### src/rtl/fmbq_pkg.sv
`timescale 1ns / 1ps
// ---------------------------------------------------------------------------
// fmbq_pkg
// Shared constants, codes and types of the front/middle/back queue.
// ---------------------------------------------------------------------------
package fmbq_pkg;

   localparam int CAPACITY = 16;
   localparam int WORD_W   = 32;
   localparam int POS_W    = (CAPACITY > 1) ? $clog2(CAPACITY) : 1;
   localparam int COUNT_W  = 5;

   typedef logic signed [WORD_W-1:0] word_type;

   typedef enum logic [2:0] {
      ACT_PUSH_FRONT  = 3'd0,
      ACT_PUSH_MIDDLE = 3'd1,
      ACT_PUSH_BACK   = 3'd2,
      ACT_POP_FRONT   = 3'd3,
      ACT_POP_MIDDLE  = 3'd4,
      ACT_POP_BACK    = 3'd5
   } action_type;

   typedef enum logic [1:0] {
      ST_DONE  = 2'd0,
      ST_EMPTY = 2'd1,
      ST_FULL  = 2'd2
   } status_type;

   // per-cell update command
   typedef enum logic [1:0] {
      OP_HOLD  = 2'd0,
      OP_LEFT  = 2'd1,
      OP_RIGHT = 2'd2,
      OP_NEW   = 2'd3
   } cell_op_type;

   localparam word_type EMPTY_WORD = -32'sd1;

endpackage

### src/rtl/fmbq_cell.sv
`timescale 1ns / 1ps
// ---------------------------------------------------------------------------
// fmbq_cell
// One storage slot of the queue; takes its left or right neighbor's word,
// a new word, or holds.
// ---------------------------------------------------------------------------
module fmbq_cell (
   input  logic                   clock,
   input  fmbq_pkg::cell_op_type  cell_op,
   input  fmbq_pkg::word_type     left_data,
   input  fmbq_pkg::word_type     right_data,
   input  fmbq_pkg::word_type     new_data,
   output fmbq_pkg::word_type     data
);
   import fmbq_pkg::*;

   word_type data_ff;
   word_type data_in;

   always_comb begin
      unique case (cell_op)
         OP_LEFT:  data_in = left_data;
         OP_RIGHT: data_in = right_data;
         OP_NEW:   data_in = new_data;
         default:  data_in = data_ff;
      endcase
   end

   always_ff @(posedge clock) begin
      data_ff <= data_in;
   end

   assign data = data_ff;

endmodule

### src/rtl/fmbq_ctrl.sv
`timescale 1ns / 1ps
// ---------------------------------------------------------------------------
// fmbq_ctrl
// Decodes a request, steers the cell row, tracks the count and registers
// the response.
// ---------------------------------------------------------------------------
module fmbq_ctrl (
   input  logic                                   clock,
   input  logic                                   reset,
   input  logic                                   accept,
   input  logic [2:0]                             req_action,
   input  fmbq_pkg::word_type                     cell_data [fmbq_pkg::CAPACITY],
   output fmbq_pkg::cell_op_type                  cell_op   [fmbq_pkg::CAPACITY],
   output logic                                   rsp_valid,
   output fmbq_pkg::word_type                     rsp_pop_value,
   output logic [1:0]                             rsp_status,
   output logic [fmbq_pkg::COUNT_W-1:0]           rsp_entry_count
);
   import fmbq_pkg::*;

   logic [COUNT_W-1:0] count_ff, count_in;
   logic               valid_ff, valid_in;
   word_type           pop_ff, pop_in;
   status_type         status_ff, status_in;

   logic               full, empty;
   logic               do_push, do_pop;
   logic [POS_W-1:0]   pos;
   logic [POS_W-1:0]   last_pos;

   assign full     = (count_ff == COUNT_W'(CAPACITY));
   assign empty    = (count_ff == '0);
   assign last_pos = POS_W'(count_ff - COUNT_W'(1));

   always_comb begin
      do_push   = 1'b0;
      do_pop    = 1'b0;
      pos       = '0;
      status_in = ST_DONE;
      unique case (action_type'(req_action))
         ACT_PUSH_FRONT: begin
            do_push = ~full;
            pos     = '0;
         end
         ACT_PUSH_MIDDLE: begin
            do_push = ~full;
            pos     = POS_W'(count_ff >> 1);
         end
         ACT_PUSH_BACK: begin
            do_push = ~full;
            pos     = POS_W'(count_ff);
         end
         ACT_POP_FRONT: begin
            do_pop = ~empty;
            pos    = '0;
         end
         ACT_POP_MIDDLE: begin
            do_pop = ~empty;
            pos    = last_pos >> 1;
         end
         ACT_POP_BACK: begin
            do_pop = ~empty;
            pos    = last_pos;
         end
         default: begin
            do_push = 1'b0;
         end
      endcase

      if ((action_type'(req_action) == ACT_PUSH_FRONT ||
           action_type'(req_action) == ACT_PUSH_MIDDLE ||
           action_type'(req_action) == ACT_PUSH_BACK) && full) begin
         status_in = ST_FULL;
      end else if ((action_type'(req_action) == ACT_POP_FRONT ||
                    action_type'(req_action) == ACT_POP_MIDDLE ||
                    action_type'(req_action) == ACT_POP_BACK) && empty) begin
         status_in = ST_EMPTY;
      end

      if (do_pop) begin
         pop_in = cell_data[pos];
      end else if (status_in == ST_EMPTY) begin
         pop_in = EMPTY_WORD;
      end else begin
         pop_in = '0;
      end
   end

   // steer every cell from the request position
   always_comb begin
      for (int i = 0; i < CAPACITY; i++) begin
         cell_op[i] = OP_HOLD;
         if (accept && do_push) begin
            if (POS_W'(i) > pos) begin
               cell_op[i] = OP_LEFT;
            end else if (POS_W'(i) == pos) begin
               cell_op[i] = OP_NEW;
            end
         end else if (accept && do_pop) begin
            if (POS_W'(i) >= pos) begin
               cell_op[i] = OP_RIGHT;
            end
         end
      end
   end

   always_comb begin
      count_in = count_ff;
      if (accept && do_push) begin
         count_in = count_ff + COUNT_W'(1);
      end else if (accept && do_pop) begin
         count_in = count_ff - COUNT_W'(1);
      end
      valid_in = accept;
   end

   always_ff @(posedge clock) begin
      if (reset) begin
         count_ff <= '0;
         valid_ff <= 1'b0;
      end else begin
         count_ff <= count_in;
         valid_ff <= valid_in;
      end
   end

   always_ff @(posedge clock) begin
      pop_ff    <= pop_in;
      status_ff <= status_in;
   end

   assign rsp_valid       = valid_ff;
   assign rsp_pop_value   = pop_ff;
   assign rsp_status      = status_ff;
   assign rsp_entry_count = count_ff;

endmodule

### src/rtl/front_middle_back_queue.sv
`timescale 1ns / 1ps
// ---------------------------------------------------------------------------
// front_middle_back_queue
// Ordered store of signed words with push and pop at front, middle and back.
// ---------------------------------------------------------------------------
// A request is taken on any cycle with start high; busy never rises, so one
// request per clock is sustained. The entries sit in a row of cells; those
// past the request position shift toward or away from it in the same cycle,
// and the response (popped word, status, count after the request) appears
// with rsp_valid in the cycle after the request and is not held.
module front_middle_back_queue (
   input  logic                            clock,
   input  logic                            reset,
   input  logic                            start,
   output logic                            busy,
   input  logic [2:0]                      req_action,
   input  fmbq_pkg::word_type              req_push_value,
   output logic                            rsp_valid,
   output fmbq_pkg::word_type              rsp_pop_value,
   output logic [1:0]                      rsp_status,
   output logic [fmbq_pkg::COUNT_W-1:0]    rsp_entry_count
);
   import fmbq_pkg::*;

   word_type    cell_data [CAPACITY];
   cell_op_type cell_op   [CAPACITY];
   logic        accept;

   assign busy   = 1'b0;
   assign accept = start & ~busy;

   fmbq_ctrl u_ctrl (
      .clock           (clock),
      .reset           (reset),
      .accept          (accept),
      .req_action      (req_action),
      .cell_data       (cell_data),
      .cell_op         (cell_op),
      .rsp_valid       (rsp_valid),
      .rsp_pop_value   (rsp_pop_value),
      .rsp_status      (rsp_status),
      .rsp_entry_count (rsp_entry_count)
   );

   for (genvar i = 0; i < CAPACITY; i++) begin : g_cell
      word_type left_word;
      word_type right_word;

      if (i == 0) begin : g_first
         assign left_word = '0;
      end else begin : g_mid_l
         assign left_word = cell_data[i-1];
      end

      if (i == CAPACITY - 1) begin : g_last
         assign right_word = '0;
      end else begin : g_mid_r
         assign right_word = cell_data[i+1];
      end

      fmbq_cell u_cell (
         .clock      (clock),
         .cell_op    (cell_op[i]),
         .left_data  (left_word),
         .right_data (right_word),
         .new_data   (req_push_value),
         .data       (cell_data[i])
      );
   end

endmodule

### config.mk
export PLATFORM = sky130hd
export DESIGN_NAME = front_middle_back_queue
export DESIGN_NICKNAME = d
export VERILOG_FILES = /design/src/rtl/fmbq_pkg.sv /design/src/rtl/fmbq_cell.sv /design/src/rtl/fmbq_ctrl.sv /design/src/rtl/front_middle_back_queue.sv
export SDC_FILE = /design/constraint.sdc
export NUM_CORES = 1
export LEC_CHECK = 0
export ABC_AREA = 0
export BUFFER_PORTS_ARGS = -buffer_cell sky130_fd_sc_hd__buf_2
export CAP_MARGIN = 10
export CELL_PAD_IN_SITES_DETAIL_PLACEMENT = 1
export CELL_PAD_IN_SITES_GLOBAL_PLACEMENT = 1
export CORE_UTILIZATION = 40
export CTS_BUF_LIST = sky130_fd_sc_hd__clkbuf_8 sky130_fd_sc_hd__clkbuf_16
export DETAILED_ROUTE_END_ITERATION = 8
export PLACE_DENSITY_LB_ADDON = 0.3
export SLEW_MARGIN = 20
export SYNTH_ARGS = -nofsm -noshare
export SYNTH_HDL_FRONTEND = slang
export SYNTH_SLANG_ARGS = --single-unit
### constraint.sdc
create_clock -name clock -period 6.5 [get_ports clock]
set_input_delay 0.975 -clock clock [delete_from_list [all_inputs] [get_ports clock]]
set_output_delay 0.975 -clock clock [all_outputs]
set_load 0.05 [all_outputs]
==> summary.txt <==
Drt
  • DRT iter0 DRCs: approximately 3,500
  • Drt first pass iters: 6
  • # DRC: 0
  • Antenna-violating nets left: 0
  • Post-detailed-route wirelength per cell: approximately 32 um
  • Vias per cell: ~7
  • Final WL: 122,000 um
  • Vias: between 20,000 and 30,000

Yosys
  • Yosys cell types: 72
  • Top post-synthesis cells by area: edfxtp_1 49%, a221o_1 9.8%, nand2_1 4.8%
  • Synthesis Warnings: 0
  • Synth area leader: edfxtp_1
  • Syn nets: between 2,000 and 3,000
  • Mapped Cells: around 2,800
  • Synthesized flop and latch total: about 550
  • Share of the synthesized area in the top cell type: roughly 49%
  • Syn avg cell area: 11.2 um2
  • Async SR Flop Fraction: 0%
  • Mapped cell area: about 31,000 um2
  • Post-synth EDFFs: between 500 and 600
  • Sequential area share after synthesis: between 50% and 60%
  • Synth Flop Type: edfxtp_1

Min path
  • Hold crit path type: register to register
  • Hold endpoint: g_cell[1].u_cell.data[23]
  • Hold_sp: g_cell[0].u_cell.data[23]
  • Hold depth: 1

Cells and area
  • Share of layout cells above drive strength 1: a little over an eighth
  • Synthesis-to-finish area growth: 11.1%
  • Utilization after layout: 45.0%
  • Fill cells: 8,144
  • Net count reported at finish: 2,752

Critical path
  • Startpoint Class: register
  • Critical Path Max Stage Delay: about 0.60 ns
  • Worst endpoint required time: 6.76 ns
  • Worst EP arrival: around 4.8 ns
  • Largest fanout on the critical path: around 120
  • Worst path slowest cell: nand2_8
  • R2R Path End: g_cell[8].u_cell.data[6]
  • R2R depth: 12
  • WS Path Type: register to register
  • Delay-heaviest family, CP: buffers and inverters
  • Most used cell along the critical path: buf_4
  • CP Cell Sequence: inv_1 -> ha_1 -> nor4b_4 -> a21oi_4 -> buf_4 -> nand2_8 -> nor4_4 -> buf_4 -> o21ba_1 -> buf_4 -> nand2_1 -> buf_4
  • R2r setup slk: roughly 2.0 ns
  • Reg2reg start: u_ctrl.rsp_entry_count[0]
  • Crit path buffers/inverters: 5
  • Element type at the critical path end: register

Timing
  • Slew headroom: between 20 and 25%
  • # setup viols final: 0
  • Period minus WS final: ~4.5 ns
  • Slew @ Worst Pin: 1.17 ns
  • Fin Setup TNS: 0 ns
  • Fmax: about 220 MHz
  • Tcrit/Tclk final: 69.2%
  • Hold Vio Cnt, Final: 0
  • Final Slew Violations: 0
  • Clock skew: roughly 0.017 ns
  • RSZ-0062 raised after global routing: no

CTS
  • Later-pin clock latency in the skew report: between 0.6 and 0.7 ns
  • Longest Clk Path Bufs: 3
  • H-tree level count: 3
  • CTS tree: built
  • Clock sinks: ~550
  • Post-CTS Setup Repair Bufs: 0
  • Total CTS buffers: 66
  • Hold Buf Count CTS: 0
  • Clk root buf: clkbuf_16
  • Clock-pin slew on the worst setup and hold paths: 0.06 ns
  • PostCTS Resize Cnt: 0

Die
  • Ports: between 70 and 80
  • Die Ht: 283 um
  • Die span in x: roughly 280 um
  • Starting Density: a little over 40%
  • Std cell rows: 102
  • Die area: 79,800 um2
  • Core Footprint: 77,700 um2

Placement
  • Placer Congestion: ~0.91
  • Dpl hpwl: 79,100 um
  • IO Port Bufs: between 70 and 80

Power
  • Pwr dens: 324 nW/um2
  • VDD IR max: between 0.15 and 0.2 mV
  • Leakage: between 10 and 15 nW

GRT
  • All-Layer GR Usage: 30.3%
  • First-pass GRT wire length: about 180,000 um
  • Largest net degree at the start of global routing: approximately 120
  • Initial antenna violation count: 7
  • Vias in the first global route: 26,300
  • Total gr overflow: 0

Run status
  • Status: finished clean

Flow run
  • Max Cap Viol: 0
## layer usage
metal | GRT usage, % | part of all wire [%] | vias to the layer above
met2 | 46.0 | 45 | 1632
met1 | 44.3 | 43 | 13800
met5 | 0 | 0 | -
met4 | 9.38 | 2.4 | 0
li1 | - | - | 11100
met3 | 4.43 | 10 | 228
## worst max-delay path by stage
stage / start / end / cells after the start
2_1_floorplan: u_ctrl.rsp_entry_count[1] / g_cell[1].u_cell.data[0] / 9
3_3_place_gp: req_action[2] / g_cell[8].u_cell.data[12] / 10
3_5_place_dp: req_action[2] / g_cell[8].u_cell.data[18] / 10
4_1_cts: u_ctrl.rsp_entry_count[0] / g_cell[8].u_cell.data[0] / 12
5_1_grt: u_ctrl.rsp_entry_count[0] / g_cell[8].u_cell.data[5] / 12
6_report: u_ctrl.rsp_entry_count[0] / g_cell[8].u_cell.data[6] / 12
## placed cells by master (no fill, tap or decap), types with 10 or more instances in the layout
cell / synthesis / routed
edfxtp_1: 512 / 512
nand2_1: 402 / 402
a221o_1: 307 / 307
and3_1: 205 / 204
and2_1: 160 / 159
a22o_1: 128 / 128
a311o_1: 104 / 104
a21o_1: 99 / 99
a211oi_1: 99 / 97
buf_4: 9 / 79
buf_2: 109 / 77
clkbuf_16: 0 / 70
a21oi_1: 55 / 50
mux2i_1: 46 / 46
dfxtp_1: 40 / 40
o21ai_0: 37 / 37
mux2_2: 35 / 35
a22oi_1: 34 / 34
nor3b_1: 33 / 33
a41oi_1: 32 / 32
inv_1: 6 / 15
clkinv_1: 0 / 13
clkinv_2: 0 / 12
nor2_1: 25 / 10
## cell usage after synthesis (6+ instances only)
library cell,n
buf_4,9
clkbuf_1,182
nor2_1,25
inv_1,6
a311o_1,104
a22o_1,128
edfxtp_1,512
nand2_1,402
nor2b_1,8
a41oi_1,32
buf_2,109
a2111oi_0,9
o21ai_0,37
a22oi_1,34
nand3_1,6
and3_1,205
nor3b_1,33
a21oi_1,55
buf_6,15
a221o_1,307
mux2_2,35
dfxtp_1,40
and2_1,160
nor3_1,9
o21ai_1,8
mux2i_1,46
a21o_1,99
buf_1,8
a211oi_1,99
## sequential cells by signal (all words and copies together) (netlist names)
| register | flops |
|---|---|
| g_cell.u_cell.data | 512 |
| u_ctrl.rsp_status | 2 |
| u_ctrl.rsp_valid | 1 |
| u_ctrl.rsp_pop_value | 32 |
| u_ctrl.rsp_entry_count | 5 |
## logic make-up (layout without fill, tap and decap cells)
logic type,Yosys count,after routing,synth area share [%]
AOI/OAI and AO/OA,946,946,26.0
muxes,81,81,2.71
buffers and inverters,329,290,4.82
DFF,552,552,51.4
adders and majority gates,3,3,0.119
xor gates and xnor gates,3,3,0.0835
and+or+nand+nor,889,889,14.8
other,1,8,0.0119
## cell type report
type / instances / area [um2] / area share, %
antenna: 7 / 17.5 / 0.0501
sequential: 552 / 16200 / 46.2
tap: 1040 / 1300 / 3.72
clock inverter: 44 / 337 / 0.962
multi-input combinational: 1923 / 14200 / 40.4
clock buffer: 78 / 1860 / 5.32
timing repair buffer: 162 / 1120 / 3.20
inverter: 6 / 22.5 / 0.0644
## power by group
group,leakage (nW),switching (mW),internal (mW)
logic,6.86,1.71,0.913
registers,5.11,0.385,4.50
clock network,1.13,1.61,2.21
total,13.1,3.70,7.62
## through the flow
step	cell area, um2	total power, mW	hold WS (ns)	std cells	setup WS (ns)
floorplan	31500	6.52	0.511	2804	0.817
global placement	32700	7.36	0.519	3679	1.83
detailed placement	32800	7.49	0.533	3683	1.80
CTS	35000	11.3	0.549	3805	2.02
global route	35000	11.6	0.569	3810	1.82
finish	35000	11.3	0.534	3812	2.00
No activity file was read; power rests on OpenSTA's default activity.
